## config.mk

```make
export PLATFORM = sky130hd
export DESIGN_NAME = websocket_frame_receiver
export DESIGN_NICKNAME = d
export VERILOG_FILES = /design/src/design/wsfr_pkg.sv /design/src/design/wsfr_parser.sv /design/src/design/wsfr_queue.sv /design/src/design/websocket_frame_receiver.sv
export SDC_FILE = /design/constraint.sdc
export NUM_CORES = 1
export LEC_CHECK = 0
export BUFFER_PORTS_ARGS = -buffer_cell sky130_fd_sc_hd__buf_2
export CORE_ASPECT_RATIO = 2
export CORE_UTILIZATION = 50
export CTS_CLUSTER_DIAMETER = 30
export CTS_CLUSTER_SIZE = 12
export DETAILED_ROUTE_END_ITERATION = 10
export GPL_TIMING_DRIVEN = 1
export PLACE_DENSITY = 0.75
export SLEW_MARGIN = 20
export SYNTH_ARGS = -nofsm -noshare
export SYNTH_HDL_FRONTEND = slang
export SYNTH_HIERARCHICAL = 1
export SYNTH_SLANG_ARGS = --single-unit
```

## constraint.sdc

```tcl
create_clock -name clk -period 5.6 [get_ports clk]
set_input_delay 0.84 -clock clk [delete_from_list [all_inputs] [get_ports clk]]
set_output_delay 0.84 -clock clk [all_outputs]
set_load 0.02 [all_outputs]
```

## src/design/wsfr_pkg.sv

```systemverilog
// Package for the frame receiver: opcode, length and event codes, result record type, queue depth.
// No dependencies.
`default_nettype none
package wsfr_pkg;
	typedef enum logic [2:0] {
		EV_NONE   = 3'd0,
		EV_TEXT   = 3'd1,
		EV_PING   = 3'd2,
		EV_PONG   = 3'd3,
		EV_CLOSE  = 3'd4,
		EV_MASKED = 3'd5,
		EV_BINARY = 3'd6,
		EV_STRAY  = 3'd7
	} event_t;

	localparam logic [3:0] OP_CONT   = 4'h0;
	localparam logic [3:0] OP_TEXT   = 4'h1;
	localparam logic [3:0] OP_BINARY = 4'h2;
	localparam logic [3:0] OP_CLOSE  = 4'h8;
	localparam logic [3:0] OP_PING   = 4'h9;
	localparam logic [3:0] OP_PONG   = 4'hA;
	localparam logic [6:0] LEN_EXT16 = 7'd126;
	localparam logic [6:0] LEN_EXT64 = 7'd127;

	// Result record passed from parser to output queue.
	typedef struct packed {
		logic       payload_valid;
		logic [7:0] payload_byte;
		logic [3:0] frame_opcode;
		event_t     event_res;
		logic [15:0] close_code;
	} result_t;

	localparam int QDEPTH = 2;
	localparam int QAW = 1;
endpackage
`default_nettype wire

```

## src/design/wsfr_parser.sv

```systemverilog
// Front part: byte-wide frame parser producing at most one result per byte.
// Depends on wsfr_pkg.
`default_nettype none
module wsfr_parser (
	input  wire logic             clk,
	input  wire logic             arst_n,
	input  wire logic             in_take,
	input  wire logic [7:0]       in_byte,
	output logic                  res_push,
	output wsfr_pkg::result_t     res
);
	typedef enum logic [2:0] {
		PH_HDR0 = 3'd0, PH_HDR1 = 3'd1, PH_EXTLEN = 3'd2,
		PH_MASKKEY = 3'd3, PH_PAYLOAD = 3'd4
	} phase_t;

	phase_t      phase_q;
	logic [2:0]  cnt_q;
	logic        fin_q, mask_q, frag_q;
	logic [3:0]  op_q, msg_q;
	logic [31:0] rem_q;
	logic [15:0] acc_q;
	logic [1:0]  pidx_q;

	// next-state values
	phase_t      phase_d;
	logic [2:0]  cnt_d;
	logic        fin_d, mask_d, frag_d;
	logic [3:0]  op_d, msg_d;
	logic [31:0] rem_d;
	logic [15:0] acc_d;
	logic [1:0]  pidx_d;
	logic        fin_now, has_byte, em, emit_pl;
	logic [3:0]  eff_op;
	logic [31:0] rem_dec;
	wsfr_pkg::event_t ev;
	logic [15:0] code;

	assign eff_op  = (op_q == wsfr_pkg::OP_CONT && msg_q != 4'd0) ? msg_q : op_q;
	assign rem_dec = rem_q - 32'd1;

	// Decode one byte
	always_comb begin
		phase_d = phase_q; cnt_d = cnt_q; fin_d = fin_q; mask_d = mask_q;
		frag_d = frag_q; op_d = op_q; msg_d = msg_q; rem_d = rem_q;
		acc_d = acc_q; pidx_d = pidx_q;
		fin_now = 1'b0; has_byte = 1'b0; emit_pl = 1'b0;
		unique case (phase_q)
			PH_HDR1: begin
				mask_d = in_byte[7];
				rem_d = 32'd0;
				if (in_byte[6:0] == wsfr_pkg::LEN_EXT16) begin
					phase_d = PH_EXTLEN; cnt_d = 3'd1;
				end else if (in_byte[6:0] == wsfr_pkg::LEN_EXT64) begin
					phase_d = PH_EXTLEN; cnt_d = 3'd7;
				end else begin
					rem_d = {25'd0, in_byte[6:0]};
					if (in_byte[7]) begin
						phase_d = PH_MASKKEY; cnt_d = 3'd3;
					end else if (in_byte[6:0] == 7'd0) fin_now = 1'b1;
					else phase_d = PH_PAYLOAD;
				end
			end
			PH_EXTLEN: begin
				rem_d = {rem_q[23:0], in_byte};
				if (cnt_q == 3'd0) begin
					if (mask_q) begin
						phase_d = PH_MASKKEY; cnt_d = 3'd3;
					end else if (rem_d == 32'd0) fin_now = 1'b1;
					else phase_d = PH_PAYLOAD;
				end else cnt_d = cnt_q - 3'd1;
			end
			PH_MASKKEY: begin
				if (cnt_q == 3'd0) begin
					if (rem_q == 32'd0) fin_now = 1'b1;
					else phase_d = PH_PAYLOAD;
				end else cnt_d = cnt_q - 3'd1;
			end
			PH_PAYLOAD: begin
				if (!pidx_q[1]) begin
					acc_d = {acc_q[7:0], in_byte};
					pidx_d = pidx_q + 2'd1;
				end
				rem_d = rem_dec;
				if (rem_dec == 32'd0) begin
					fin_now = 1'b1; has_byte = 1'b1;
				end else emit_pl = !mask_q;
			end
			default: begin
				fin_d = in_byte[7];
				op_d = in_byte[3:0];
				acc_d = 16'd0; pidx_d = 2'd0; cnt_d = 3'd0;
				phase_d = PH_HDR1;
			end
		endcase

		// frame end bookkeeping, using the mask bit of the current frame
		ev = wsfr_pkg::EV_NONE; code = 16'd0;
		if (fin_now) begin
			phase_d = PH_HDR0;
			if (mask_d) ev = wsfr_pkg::EV_MASKED;
			else if (!fin_q) begin
				if (!frag_q) begin
					frag_d = 1'b1; msg_d = op_q;
				end
			end else begin
				if (op_q == wsfr_pkg::OP_CONT && msg_q != 4'd0) msg_d = 4'd0;
				frag_d = 1'b0;
				unique case (eff_op)
					wsfr_pkg::OP_CONT:   ev = wsfr_pkg::EV_STRAY;
					wsfr_pkg::OP_TEXT:   ev = wsfr_pkg::EV_TEXT;
					wsfr_pkg::OP_BINARY: ev = wsfr_pkg::EV_BINARY;
					wsfr_pkg::OP_PING:   ev = wsfr_pkg::EV_PING;
					wsfr_pkg::OP_PONG:   ev = wsfr_pkg::EV_PONG;
					wsfr_pkg::OP_CLOSE: begin
						ev = wsfr_pkg::EV_CLOSE;
						code = pidx_d[1] ? acc_d : 16'd0;
					end
					default: ev = wsfr_pkg::EV_NONE;
				endcase
			end
		end

		em = emit_pl || (fin_now && (ev != wsfr_pkg::EV_NONE || (has_byte && !mask_d)));
		res.payload_valid = emit_pl || (has_byte && !mask_d);
		res.payload_byte  = res.payload_valid ? in_byte : 8'd0;
		res.frame_opcode  = (fin_now && mask_d) ? op_q : eff_op;
		res.event_res     = ev;
		res.close_code    = code;
		res_push          = in_take && em;
	end

	// Hold parse state
	always_ff @(posedge clk or negedge arst_n) begin
		if (!arst_n) begin
			phase_q <= PH_HDR0; cnt_q <= 3'd0; fin_q <= 1'b0; mask_q <= 1'b0;
			frag_q <= 1'b0; op_q <= 4'd0; msg_q <= 4'd0; rem_q <= 32'd0;
			acc_q <= 16'd0; pidx_q <= 2'd0;
		end else if (in_take) begin
			phase_q <= phase_d; cnt_q <= cnt_d; fin_q <= fin_d; mask_q <= mask_d;
			frag_q <= frag_d; op_q <= op_d; msg_q <= msg_d; rem_q <= rem_d;
			acc_q <= acc_d; pidx_q <= pidx_d;
		end
	end

	// Masked payload never reaches the output
	a_mask_drop: assert property (@(posedge clk) disable iff (!arst_n)
		(res_push && mask_q && phase_q == PH_PAYLOAD) |-> !res.payload_valid)
		else $error("masked payload passed");
	a_close_code: assert property (@(posedge clk) disable iff (!arst_n)
		(res_push && res.event_res != wsfr_pkg::EV_CLOSE) |-> res.close_code == 16'd0)
		else $error("close code on non-close event");
	a_len_used: assert property (@(posedge clk) disable iff (!arst_n)
		(in_take && phase_q == PH_PAYLOAD) |-> rem_q != 32'd0)
		else $error("payload with zero remaining length");
endmodule
`default_nettype wire

```

## src/design/wsfr_queue.sv

```systemverilog
// Back part: small result queue decoupling the parser from the consumer.
// Depends on wsfr_pkg.
`default_nettype none
module wsfr_queue (
	input  wire logic              clk,
	input  wire logic              arst_n,
	input  wire logic              wr,
	input  wire wsfr_pkg::result_t wdata,
	input  wire logic              rd,
	output logic                   q_full,
	output logic                   q_empty,
	output wsfr_pkg::result_t      rdata
);
	wsfr_pkg::result_t mem_q [wsfr_pkg::QDEPTH];
	logic [wsfr_pkg::QAW-1:0] wp_q, rp_q;
	logic [wsfr_pkg::QAW:0]   cnt_q;
	logic do_wr, do_rd;

	assign q_full  = (cnt_q == wsfr_pkg::QAW'(0) + (wsfr_pkg::QAW+1)'(wsfr_pkg::QDEPTH));
	assign q_empty = (cnt_q == '0);
	assign do_wr   = wr && !q_full;
	assign do_rd   = rd && !q_empty;
	assign rdata   = mem_q[rp_q];

	// Store entries
	always_ff @(posedge clk) begin
		if (do_wr) mem_q[wp_q] <= wdata;
	end

	// Advance pointers
	always_ff @(posedge clk or negedge arst_n) begin
		if (!arst_n) begin
			wp_q <= '0; rp_q <= '0; cnt_q <= '0;
		end else begin
			if (do_wr) wp_q <= wp_q + 1'b1;
			if (do_rd) rp_q <= rp_q + 1'b1;
			cnt_q <= cnt_q + (wsfr_pkg::QAW+1)'(do_wr) - (wsfr_pkg::QAW+1)'(do_rd);
		end
	end

	a_no_overflow: assert property (@(posedge clk) disable iff (!arst_n)
		(cnt_q <= (wsfr_pkg::QAW+1)'(wsfr_pkg::QDEPTH)))
		else $error("queue count out of range");
	a_cnt_step: assert property (@(posedge clk) disable iff (!arst_n)
		(do_wr && !do_rd) |=> cnt_q == $past(cnt_q) + 1'b1)
		else $error("queue count slip");
	a_empty_hold: assert property (@(posedge clk) disable iff (!arst_n)
		(q_empty && !wr) |=> q_empty)
		else $error("queue filled without write");
endmodule
`default_nettype wire

```

## src/design/websocket_frame_receiver.sv

```systemverilog
// Top level: frame parser feeding a two-entry result queue.
// Depends on wsfr_pkg, wsfr_parser, wsfr_queue.
//   channel | handshake   | payload
//   input   | push / full | rx_byte
//   result  | empty / pop | payload_valid payload_byte frame_opcode event_res close_code
// One byte is parsed per cycle while full is low; a byte enters the cycle it is pushed unless full is high.
// A result is queued with its byte and reaches the outputs once it heads the queue; the two-entry queue sets the slack.
// full rises only when the queue is full; then input stalls until a pop.
// arst_n clears parse state and empties the queue.
`default_nettype none
module websocket_frame_receiver (
	input  wire logic        clk,
	input  wire logic        arst_n,
	input  wire logic        push,
	output logic             full,
	input  wire logic [7:0]  rx_byte,
	output logic             empty,
	input  wire logic        pop,
	output logic             payload_valid,
	output logic [7:0]       payload_byte,
	output logic [3:0]       frame_opcode,
	output logic [2:0]       event_res,
	output logic [15:0]      close_code
);
	logic take, res_push, q_full;
	wsfr_pkg::result_t res, head;

	assign full = q_full;
	assign take = push && !q_full;

	wsfr_parser u_parser (
		.clk(clk), .arst_n(arst_n), .in_take(take), .in_byte(rx_byte),
		.res_push(res_push), .res(res)
	);

	wsfr_queue u_queue (
		.clk(clk), .arst_n(arst_n), .wr(res_push), .wdata(res), .rd(pop),
		.q_full(q_full), .q_empty(empty), .rdata(head)
	);

	assign payload_valid = head.payload_valid;
	assign payload_byte  = head.payload_byte;
	assign frame_opcode  = head.frame_opcode;
	assign event_res     = head.event_res;
	assign close_code    = head.close_code;
endmodule
`default_nettype wire
```

==> run_summary.xml, run 1 <==
<?xml version="1.0" encoding="UTF-8"?>
<metrics>
  <group name="worst_hold_path">
    <metric name="classification_of_the_worst_slack_hold_path" unit="">in -&gt; async</metric>
  </group>
  <group name="worst_setup_path">
    <metric name="endpoint_kind" unit="">flop</metric>
    <metric name="cell_family_with_most_cp_delay" unit="">simple AND/OR/NAND/NOR gates</metric>
    <metric name="cpMostUsedCell" unit="">sky130_fd_sc_hd__ha_1</metric>
    <metric name="cp_slowest_stage_delay" unit="ps">730</metric>
    <metric name="crit_chain" unit="">inv_1 -&gt; ha_1 -&gt; nor4b_2 -&gt; nand2_1 -&gt; nor4_1 -&gt; xor2_1 -&gt; or4_4 -&gt; o31ai_1 -&gt; a21oi_1 -&gt; nor2b_1 -&gt; nand2_1 -&gt; ha_1 -&gt; inv_1 -&gt; ha_1 -&gt; xnor2_1 -&gt; xnor2_1</metric>
    <metric name="worstPathMaxFanout" unit="">10</metric>
    <metric name="cpMaxStageDelayCell" unit="">sky130_fd_sc_hd__nor4_1</metric>
    <metric name="critical_path_buf_inv_count" unit="">2</metric>
    <metric name="setup.worst_path.start_class" unit="">flop</metric>
    <metric name="setup.worst_path.class" unit="">reg -&gt; reg</metric>
    <metric name="critical_path_arrival" unit="ps">4860</metric>
    <metric name="critical_path_required" unit="ps">5950</metric>
  </group>
  <group name="synth">
    <metric name="ys_seq_area_share" unit="%">51.81</metric>
    <metric name="synth_fa_ha_area_share" unit="%">1.052</metric>
    <metric name="synth_largest_area_cell" unit="">sky130_fd_sc_hd__edfxtp_1</metric>
    <metric name="number_of_synthesized_flops_with_an_enable_pin" unit="">64</metric>
    <metric name="synth.mux.area_fraction" unit="%">7.781</metric>
    <metric name="synth_xor_xnor_area_share" unit="%">1.963</metric>
    <metric name="yosys.area_share.simple" unit="%">14.62</metric>
    <metric name="synth-async-reset-ratio" unit="%">52.59</metric>
    <metric name="synth-compound-area-share" unit="%">18.86</metric>
    <metric name="post-synth-top-area-fraction" unit="%">26.92</metric>
    <metric name="synth.top_cells.by_area" unit="">sky130_fd_sc_hd__edfxtp_1 (27%), sky130_fd_sc_hd__dfrtp_1 (25%), sky130_fd_sc_hd__mux2_4 (6.1%)</metric>
    <metric name="yosys_register_bits" unit="">135</metric>
    <metric name="ys.warnings.count" unit="">6</metric>
    <metric name="synth_nets" unit="">683</metric>
    <metric name="synth.cell_area" unit="mm²">0.007139</metric>
    <metric name="ys_dominant_reg_cell" unit="">sky130_fd_sc_hd__dfrtp_1</metric>
    <metric name="main_combinational_cell_family_by_area_after_synthesis" unit="">compound AO/OA/AOI/OAI gates</metric>
    <metric name="synth.lib_cells_used.distinct" unit="">64</metric>
    <metric name="netlist_instances" unit="">665</metric>
    <metric name="syn_avg_cell_area" unit="µm²">10.74</metric>
  </group>
  <group name="flow_run">
    <metric name="maxCapViolCount" unit="">0</metric>
  </group>
  <group name="global_route">
    <metric name="antenna_found_initial" unit="">0</metric>
    <metric name="grtUsageTotal" unit="%">24.55</metric>
    <metric name="grt_start_max_net_pins" unit="">67</metric>
    <metric name="gr-total-overflow" unit="">0</metric>
    <metric name="wire_length_of_the_first_global_routing_pass" unit="µm">27730</metric>
    <metric name="grt_pass1_vias" unit="">5706</metric>
  </group>
  <group name="drt">
    <metric name="via_density_per_instance" unit="">6.293</metric>
    <metric name="wl_per_cell" unit="µm">18.95</metric>
    <metric name="drt_iter0_drc" unit="">420</metric>
    <metric name="drt-total-wl" unit="µm">17090</metric>
    <metric name="route.antenna.remaining_nets" unit="">0</metric>
    <metric name="drt_pre_antenna_iters" unit="">5</metric>
    <metric name="detail_route.drc_violations" unit="">0</metric>
    <metric name="detailroute.via_count" unit="">5676</metric>
  </group>
  <group name="timing">
    <metric name="fin_setup_tns" unit="ps">0</metric>
    <metric name="maxSlewHeadroom" unit="%">27.91</metric>
    <metric name="hold_violations" unit="">0</metric>
    <metric name="hold_slack" unit="ps">232.7</metric>
    <metric name="min_period_over_period" unit="%">80.48</metric>
    <metric name="fin_skew" unit="ps">9.055</metric>
    <metric name="report.final.slew_viol_count" unit="">0</metric>
    <metric name="rsz_0062_raised_after_global_routing" unit="">false</metric>
    <metric name="final_worst_path_period_need" unit="ps">4507</metric>
    <metric name="setup-violations-final" unit="">0</metric>
    <metric name="max_freq" unit="MHz">221.9</metric>
    <metric name="max_slew.worst_pin.slew" unit="ps">1077</metric>
  </group>
  <group name="cells_and_area">
    <metric name="finalNetCount" unit="">718</metric>
    <metric name="postLayoutCellArea" unit="mm²">0.008039</metric>
    <metric name="commonest_cells_after_routing_fill_and_taps_aside" unit="">sky130_fd_sc_hd__nor2_1 (76), sky130_fd_sc_hd__o21ai_0 (71), sky130_fd_sc_hd__dfrtp_1 (70)</metric>
    <metric name="fraction_of_final_layout_cells_with_drive_strength_greater_than_1" unit="%">19.07</metric>
    <metric name="final.fill_count" unit="">1184</metric>
    <metric name="layout_area_overhead" unit="%">12.60</metric>
    <metric name="multi_input_area" unit="mm²">0.003171</metric>
    <metric name="final_common_cell" unit="">sky130_fd_sc_hd__nor2_1</metric>
    <metric name="sequential_cell_area" unit="mm²">0.003700</metric>
    <metric name="postLayoutCoreUtil" unit="%">57.87</metric>
    <metric name="antenna_cells_inserted" unit="">0</metric>
  </group>
  <group name="floorplan">
    <metric name="initial_core_util" unit="%">51.40</metric>
    <metric name="design.core.area" unit="mm²">0.01389</metric>
    <metric name="io-pin-count" unit="">46</metric>
    <metric name="die_area" unit="mm²">0.01479</metric>
    <metric name="chipWidth" unit="µm">86.50</metric>
    <metric name="die_height" unit="µm">171.0</metric>
    <metric name="std_cell_rows" unit="">61</metric>
  </group>
  <group name="clock_network">
    <metric name="cts-hold-fix-buffers" unit="">0</metric>
    <metric name="clock-sinks" unit="">135</metric>
    <metric name="post_cts.repair.setup_buffers" unit="">0</metric>
    <metric name="ctsLongestPathBuffers" unit="">2</metric>
    <metric name="worstSkewPairLatency" unit="ps">420</metric>
    <metric name="cts.repair.resized" unit="">0</metric>
    <metric name="cts_root_buffer" unit="">sky130_fd_sc_hd__clkbuf_16</metric>
    <metric name="tritoncts.num_buffers" unit="">17</metric>
    <metric name="cts_tree" unit="">built</metric>
    <metric name="cts.clk_slew.worst_paths" unit="ps">70</metric>
    <metric name="h_tree_depth_reported_by_cts" unit="">4</metric>
  </group>
  <group name="place">
    <metric name="place.port_buffers" unit="">45</metric>
    <metric name="hpwl" unit="µm">11950</metric>
    <metric name="placement.cell_area" unit="mm²">0.007456</metric>
    <metric name="gp_congestion" unit="">1.022</metric>
  </group>
  <group name="power">
    <metric name="power-per-cell-area" unit="mW/mm²">530.0</metric>
    <metric name="peakVddDrop" unit="mV">0.3655</metric>
    <metric name="power.leakage" unit="µW">0.003172</metric>
  </group>
  <group name="status">
    <metric name="status" unit="">complete, no violations</metric>
  </group>
</metrics>
==> layer usage <==
layer  track usage (%)  part of all wire [%]  vias to the layer above
met4             18.04                   6.8                        0
li1                  -                     -                     2565
met2             44.62                    53                      279
met3             4.004                   4.7                      100
met1             24.62                    36                     2732
met5                 0                     0                        -
==> synth_stat cells, types with 2 or more instances <==
| master | instances |
|---|---|
| sky130_fd_sc_hd__mux2_2 | 8 |
| sky130_fd_sc_hd__ha_1 | 6 |
| sky130_fd_sc_hd__or4_1 | 3 |
| sky130_fd_sc_hd__xnor2_1 | 12 |
| sky130_fd_sc_hd__a21boi_0 | 3 |
| sky130_fd_sc_hd__a31oi_1 | 6 |
| sky130_fd_sc_hd__inv_1 | 18 |
| sky130_fd_sc_hd__a32oi_1 | 9 |
| sky130_fd_sc_hd__o31ai_1 | 3 |
| sky130_fd_sc_hd__nand3_1 | 12 |
| sky130_fd_sc_hd__a22oi_1 | 25 |
| sky130_fd_sc_hd__nand2b_1 | 8 |
| sky130_fd_sc_hd__nor2b_1 | 3 |
| sky130_fd_sc_hd__nand2_1 | 28 |
| sky130_fd_sc_hd__nor4_1 | 14 |
| sky130_fd_sc_hd__clkbuf_1 | 28 |
| sky130_fd_sc_hd__dfrtp_1 | 71 |
| sky130_fd_sc_hd__a21o_1 | 4 |
| sky130_fd_sc_hd__and2_1 | 9 |
| sky130_fd_sc_hd__o2111ai_1 | 2 |
| sky130_fd_sc_hd__a2bb2oi_1 | 2 |
| sky130_fd_sc_hd__buf_2 | 2 |
| sky130_fd_sc_hd__buf_12 | 3 |
| sky130_fd_sc_hd__nor3_1 | 15 |
| sky130_fd_sc_hd__xor2_1 | 4 |
| sky130_fd_sc_hd__o21ai_0 | 71 |
| sky130_fd_sc_hd__and3_1 | 4 |
| sky130_fd_sc_hd__buf_6 | 3 |
| sky130_fd_sc_hd__mux2_4 | 29 |
| sky130_fd_sc_hd__a21oi_1 | 42 |
| sky130_fd_sc_hd__mux2i_1 | 3 |
| sky130_fd_sc_hd__nor3b_1 | 3 |
| sky130_fd_sc_hd__or2_2 | 2 |
| sky130_fd_sc_hd__a22o_1 | 20 |
| sky130_fd_sc_hd__nor2_1 | 77 |
| sky130_fd_sc_hd__o21a_1 | 4 |
| sky130_fd_sc_hd__or3_1 | 6 |
| sky130_fd_sc_hd__edfxtp_1 | 64 |
| sky130_fd_sc_hd__a211oi_1 | 2 |
| sky130_fd_sc_hd__o22ai_1 | 5 |
| sky130_fd_sc_hd__nand4_1 | 8 |
| sky130_fd_sc_hd__o21ai_1 | 2 |
==> path summary, 6_finish.rpt <==
path                                                from                              to  slack (ps)  depth (start not counted)
min in group clk              u_queue/cnt_q[1]$_DFF_PN0_      u_queue/cnt_q[1]$_DFF_PN0_         500                          1
hold / removal                                    arst_n        u_queue/wp_q$_DFFE_PN0P_         230                          1
hold reg to reg               u_queue/cnt_q[1]$_DFF_PN0_      u_queue/cnt_q[1]$_DFF_PN0_         500                          1
setup reg to reg           u_parser/rem_q[0]$_DFFE_PN0P_      u_queue/cnt_q[1]$_DFF_PN0_        1090                         16
max in group asynchronous                         arst_n  u_parser/rem_q[21]$_DFFE_PN0P_        4290                          2
setup / recovery           u_parser/rem_q[0]$_DFFE_PN0P_      u_queue/cnt_q[1]$_DFF_PN0_        1090                         16
==> sequential cells by signal (all words and copies together) (netlist names), 2 cells and up <==
signal	count
u_parser/acc_q	16
u_parser/cnt_q	3
u_parser/msg_q	4
u_parser/op_q	4
u_parser/phase_q	3
u_parser/pidx_q	2
u_parser/rem_q	32
u_queue/cnt_q	2
u_queue/mem_q	64
==> area by class of cell <==
class | count | area share (%)
clock buffers | 17 | 5.292
clock inverters | 15 | 1.914
inverters | 18 | 0.8405
multi-input cells | 475 | 39.44
flip-flops and latches | 135 | 46.02
well taps | 189 | 2.942
repair buffers | 53 | 3.549
==> worst register-to-register path: stages (launching register included) <==
cell	delay (ps)
sky130_fd_sc_hd__dfrtp_1	430
sky130_fd_sc_hd__inv_1	120
sky130_fd_sc_hd__ha_1	360
sky130_fd_sc_hd__nor4b_2	340
sky130_fd_sc_hd__nand2_1	240
sky130_fd_sc_hd__nor4_1	730
sky130_fd_sc_hd__xor2_1	140
sky130_fd_sc_hd__or4_4	470
sky130_fd_sc_hd__o31ai_1	290
sky130_fd_sc_hd__a21oi_1	110
sky130_fd_sc_hd__nor2b_1	230
sky130_fd_sc_hd__nand2_1	160
sky130_fd_sc_hd__ha_1	310
sky130_fd_sc_hd__inv_1	40
sky130_fd_sc_hd__ha_1	170
sky130_fd_sc_hd__xnor2_1	160
sky130_fd_sc_hd__xnor2_1	130
==> kinds of logic after synthesis <==
logic type,count (synthesis)
AO/OA/AOI/OAI,210
adder cells (fa/ha/maj),6
XOR/XNOR,16
AND/OR/NAND/NOR,203
buffers and inverters,55
multiplexers,40
flip-flops,135
==> through the flow <==
step | worst slack (ps) | power, µW | cells
finish | 1093 | 4261 | 902
global route | 733.7 | 4503 | 902
CTS | 1102 | 4247 | 902
detailed placement | 1148 | 3160 | 870
global placement | 1254 | 3122 | 870
floorplan | 646.4 | 2787 | 665
==> power by group <==
part           internal (µW)  leakage [µW]  switching, µW  total [µW]
Clock                    592      0.000279            483        1080
Sequential              1240       0.00150            302        1540
Combinational            626       0.00140           1020        1650
(Power assumes the default switching activity.)
==> inputs of run 2 (changes only) <==
--- a/config.mk
+++ b/config.mk
@@ -5,6 +5,7 @@
 export SDC_FILE = /design/constraint.sdc
 export NUM_CORES = 1
 export LEC_CHECK = 0
+export ABC_AREA = 1
 export BUFFER_PORTS_ARGS = -buffer_cell sky130_fd_sc_hd__buf_2
 export CORE_ASPECT_RATIO = 2
 export CORE_UTILIZATION = 50
@@ -12,7 +13,7 @@
 export CTS_CLUSTER_SIZE = 12
 export DETAILED_ROUTE_END_ITERATION = 10
 export GPL_TIMING_DRIVEN = 1
-export PLACE_DENSITY = 0.75
+export PLACE_DENSITY = 0.74
 export SLEW_MARGIN = 20
 export SYNTH_ARGS = -nofsm -noshare
 export SYNTH_HDL_FRONTEND = slang
==> constraint.sdc (replaced) <==
create_clock -name clk -period 4.6 [get_ports clk]
set_input_delay 0.69 -clock clk [delete_from_list [all_inputs] [get_ports clk]]
set_output_delay 0.69 -clock clk [all_outputs]
set_load 0.02 [all_outputs]
==> run_summary.xml, run 2 <==
<?xml version="1.0" encoding="UTF-8"?>
<metrics>
  <group name="timing">
    <metric name="rsz_0062_raised_after_global_routing" unit="">false</metric>
    <metric name="fin_skew" unit="ps">12.48</metric>
    <metric name="hold_violations" unit="">0</metric>
    <metric name="max_slew.worst_pin.slew" unit="ps">939.2</metric>
    <metric name="final_worst_path_period_need" unit="ps">3614</metric>
    <metric name="report.final.slew_viol_count" unit="">0</metric>
    <metric name="fin_setup_tns" unit="ps">0</metric>
    <metric name="setup_ws_final" unit="ps">985.6</metric>
    <metric name="min_period_over_period" unit="%">78.57</metric>
    <metric name="setup-violations-final" unit="">0</metric>
    <metric name="maxSlewHeadroom" unit="%">37.39</metric>
    <metric name="max_freq" unit="MHz">276.7</metric>
  </group>
  <group name="floorplan">
    <metric name="design.core.area" unit="mm²">0.01578</metric>
    <metric name="die_height" unit="µm">181.9</metric>
    <metric name="die_area" unit="mm²">0.01672</metric>
    <metric name="initial_core_util" unit="%">51.28</metric>
    <metric name="std_cell_rows" unit="">65</metric>
    <metric name="chipWidth" unit="µm">91.95</metric>
    <metric name="io-pin-count" unit="">46</metric>
  </group>
  <group name="drt">
    <metric name="wl_met1" unit="µm">7389</metric>
    <metric name="via_density_per_instance" unit="">5.592</metric>
    <metric name="dr_wl_met2" unit="µm">11280</metric>
    <metric name="route.antenna.remaining_nets" unit="">0</metric>
    <metric name="wl_per_cell" unit="µm">16.18</metric>
    <metric name="detail_route.drc_violations" unit="">0</metric>
    <metric name="detailroute.via_count" unit="">7409</metric>
    <metric name="dr.max_layer_used" unit="">met4</metric>
    <metric name="drt-total-wl" unit="µm">21440</metric>
    <metric name="detailroute.wirelength.met3" unit="µm">958</metric>
    <metric name="drt_pre_antenna_iters" unit="">5</metric>
    <metric name="drt_iter0_drc" unit="">469</metric>
  </group>
  <group name="clock_network">
    <metric name="h_tree_depth_reported_by_cts" unit="">4</metric>
    <metric name="cts.repair.resized" unit="">0</metric>
    <metric name="cts.clk_slew.worst_paths" unit="ps">70</metric>
    <metric name="worstSkewPairLatency" unit="ps">430</metric>
    <metric name="post_cts.repair.setup_buffers" unit="">0</metric>
    <metric name="cts_tree" unit="">built</metric>
    <metric name="tritoncts.num_buffers" unit="">17</metric>
    <metric name="ctsLongestPathBuffers" unit="">2</metric>
    <metric name="cts-hold-fix-buffers" unit="">0</metric>
    <metric name="cts_root_buffer" unit="">sky130_fd_sc_hd__clkbuf_16</metric>
    <metric name="clock-sinks" unit="">135</metric>
  </group>
  <group name="place">
    <metric name="place.port_buffers" unit="">45</metric>
    <metric name="placement.setup.worst_slack" unit="ps">1033</metric>
    <metric name="dp_cells" unit="">1294</metric>
    <metric name="placement.cell_area" unit="mm²">0.008448</metric>
    <metric name="gp_congestion" unit="">1.040</metric>
    <metric name="hpwl" unit="µm">15970</metric>
  </group>
  <group name="cells_and_area">
    <metric name="finalNetCount" unit="">1130</metric>
    <metric name="antenna_cells_inserted" unit="">0</metric>
    <metric name="fraction_of_final_layout_cells_with_drive_strength_greater_than_1" unit="%">12.54</metric>
    <metric name="final_common_cell" unit="">sky130_fd_sc_hd__nand2_1</metric>
    <metric name="multi_input_area" unit="mm²">0.003675</metric>
    <metric name="final.fill_count" unit="">1500</metric>
    <metric name="postLayoutCoreUtil" unit="%">56.84</metric>
    <metric name="most_flop_heavy_register" unit="">u_queue/mem_q</metric>
    <metric name="postLayoutCellArea" unit="mm²">0.008967</metric>
    <metric name="sequential_cell_area" unit="mm²">0.003699</metric>
    <metric name="flip_flop_count_of_the_largest_register_after_layout" unit="">64</metric>
    <metric name="layout_area_overhead" unit="%">10.84</metric>
    <metric name="reg_top3" unit="">u_queue/mem_q x64, u_parser/rem_q x32, u_parser/acc_q x16</metric>
    <metric name="commonest_cells_after_routing_fill_and_taps_aside" unit="">sky130_fd_sc_hd__nand2_1 (337), sky130_fd_sc_hd__inv_1 (138), sky130_fd_sc_hd__nor2_1 (119)</metric>
    <metric name="finish.cell_count_without_fillers" unit="">1325</metric>
  </group>
  <group name="power">
    <metric name="power-per-cell-area" unit="mW/mm²">627.1</metric>
    <metric name="power.leakage" unit="µW">0.003894</metric>
    <metric name="peakVddDrop" unit="mV">0.3641</metric>
    <metric name="power.switching" unit="µW">2663</metric>
    <metric name="combPwrFrac" unit="%">44.4</metric>
    <metric name="pwr-share-seq" unit="%">34.3</metric>
    <metric name="swShare" unit="%">47.35</metric>
    <metric name="cell_internal_pwr" unit="µW">2961</metric>
    <metric name="clkPwrFrac" unit="%">21.2</metric>
  </group>
  <group name="worst_setup_path">
    <metric name="setup.worst_path.class" unit="">reg -&gt; reg</metric>
    <metric name="r2r_cell_count" unit="">18</metric>
    <metric name="cpMaxStageDelayCell" unit="">sky130_fd_sc_hd__dfrtp_1</metric>
    <metric name="worstPathMaxFanout" unit="">32</metric>
    <metric name="timing.reg2reg.setup_slack" unit="ps">990</metric>
    <metric name="worstReg2RegStart" unit="">u_parser/rem_q[0]$_DFFE_PN0P_</metric>
    <metric name="cpMostUsedCell" unit="">sky130_fd_sc_hd__nand2_1</metric>
    <metric name="regToRegEndpoint" unit="">u_queue/mem_q[1][11]$_DFFE_PP_</metric>
    <metric name="critical_path_required" unit="ps">4680</metric>
    <metric name="cp_slowest_stage_delay" unit="ps">400</metric>
    <metric name="crit_chain" unit="">inv_1 -&gt; ha_1 -&gt; nand2_2 -&gt; nor2_4 -&gt; nand2_4 -&gt; nand2_1 -&gt; nand2_1 -&gt; nor2_1 -&gt; and2_1 -&gt; nand2_1 -&gt; nor2_4 -&gt; nand4_4 -&gt; nand2_4 -&gt; nand2_1 -&gt; a21oi_1 -&gt; nand2_1 -&gt; nor2_2 -&gt; buf_4</metric>
    <metric name="setup.worst_path.start_class" unit="">flop</metric>
    <metric name="crit_path_start" unit="">u_parser/rem_q[0]$_DFFE_PN0P_</metric>
    <metric name="critical_path_arrival" unit="ps">3690</metric>
    <metric name="endpoint_kind" unit="">flop</metric>
    <metric name="crit_end" unit="">u_queue/mem_q[1][11]$_DFFE_PP_</metric>
  </group>
  <group name="synth">
    <metric name="synth-async-reset-ratio" unit="%">52.59</metric>
    <metric name="ys.warnings.count" unit="">6</metric>
    <metric name="ys_seq_area_share" unit="%">45.72</metric>
    <metric name="synth.lib_cells_used.distinct" unit="">41</metric>
    <metric name="synth.top_cells.by_area" unit="">sky130_fd_sc_hd__edfxtp_1 (24%), sky130_fd_sc_hd__dfrtp_1 (22%), sky130_fd_sc_hd__nand2_1 (16%)</metric>
    <metric name="syn_avg_cell_area" unit="µm²">7.540</metric>
    <metric name="synth_largest_area_cell" unit="">sky130_fd_sc_hd__edfxtp_1</metric>
    <metric name="synth.cell_area" unit="mm²">0.008090</metric>
    <metric name="post-synth-top-count-cell" unit="">sky130_fd_sc_hd__nand2_1</metric>
    <metric name="yosys_register_bits" unit="">135</metric>
    <metric name="ys_dominant_reg_cell" unit="">sky130_fd_sc_hd__dfrtp_1</metric>
    <metric name="post-synth-top-area-fraction" unit="%">23.76</metric>
    <metric name="netlist_instances" unit="">1073</metric>
    <metric name="yosys-top-cells-count" unit="">sky130_fd_sc_hd__nand2_1 (338), sky130_fd_sc_hd__inv_1 (138), sky130_fd_sc_hd__nor2_1 (120)</metric>
    <metric name="number_of_synthesized_flops_with_an_enable_pin" unit="">64</metric>
    <metric name="synth_nets" unit="">1091</metric>
  </group>
  <group name="global_route">
    <metric name="grtUsageTotal" unit="%">27.20</metric>
    <metric name="gr-total-overflow" unit="">0</metric>
    <metric name="wire_length_of_the_first_global_routing_pass" unit="µm">34910</metric>
    <metric name="antenna_found_initial" unit="">0</metric>
    <metric name="grt_start_max_net_pins" unit="">72</metric>
    <metric name="grt_pass1_vias" unit="">7235</metric>
  </group>
  <group name="status">
    <metric name="status" unit="">complete, no violations</metric>
  </group>
  <group name="flow_run">
    <metric name="maxCapViolCount" unit="">0</metric>
  </group>
  <group name="worst_hold_path">
    <metric name="classification_of_the_worst_slack_hold_path" unit="">in -&gt; async</metric>
  </group>
</metrics>
## run 2: cell count changes after synthesis, moves of 11 or more
cell	before	now
sky130_fd_sc_hd__mux2_4	29	0
sky130_fd_sc_hd__inv_1	18	138
sky130_fd_sc_hd__nand2_1	28	338
sky130_fd_sc_hd__nand2_2	1	18
sky130_fd_sc_hd__xnor2_1	12	1
sky130_fd_sc_hd__nand3_1	12	41
sky130_fd_sc_hd__a22o_1	20	0
sky130_fd_sc_hd__nor2_4	0	19
sky130_fd_sc_hd__nand4_1	8	23
sky130_fd_sc_hd__nor2_1	77	120
## run 2: metal layers
metal | vias up | track usage [%]
li1 | 3550 | -
met1 | 3447 | 26.83
met2 | 296 | 48.48
met3 | 116 | 4.104
met4 | 0 | 23.44
met5 | - | 0
## run 2: cell families after synthesis
kind of cell | share of synthesized area, %
buffers and inverters | 9.047
xor gates and xnor gates | 0.2166
adders and majority gates | 0.9279
and+or+nand+nor | 32.35
DFF | 45.72
AOI/OAI and AO/OA | 11.74
## run 2: stage by stage
step | total power [µW] | hold WS (ps)
after floorplan | 3690 | 394.4
after global placement | 4379 | 454.6
after detailed placement | 4407 | 458.7
after CTS | 5602 | 441.1
after global routing | 6019 | 463.7
final | 5623 | 375.7
## run 2: critical path: cells and delay by family, from the launching register on
family          cells  cell delay (ps)
flops               1              400
fa+ha+maj           1              250
compound gates      1              230
buf+inv             2              540
simple gates       14             1810
## run 2: power by group through the flow
stage                     Clock [µW]  Sequential, µW  Combinational (µW)
after floorplan                    0            1780                1910
after global placement             0            1920                2460
after detailed placement           0            1930                2480
after CTS                       1200            1910                2490
after global routing            1260            1960                2800
final                           1190            1930                2500
## run 2: worst min-delay path by stage
stage / to / cells after the start
after floorplan: u_parser/acc_q[0]$_DFFE_PN0P_ / 0
final: u_parser/rem_q[24]$_DFFE_PN0P_ / 1
after global placement: u_parser/msg_q[2]$_DFFE_PN0P_ / 2
after CTS: u_parser/rem_q[31]$_DFFE_PN0P_ / 1
after global routing: u_parser/rem_q[29]$_DFFE_PN0P_ / 1
after detailed placement: u_parser/msg_q[2]$_DFFE_PN0P_ / 2
## run 2: area by class of cell
type                    instances  area share (%)
multi-input cells             763           40.98
clock inverters                13          0.9488
repair buffers                 53           3.209
flip-flops and latches        135           41.24
well taps                     201           2.805
inverters                     142           6.028
clock buffers                  18           4.786
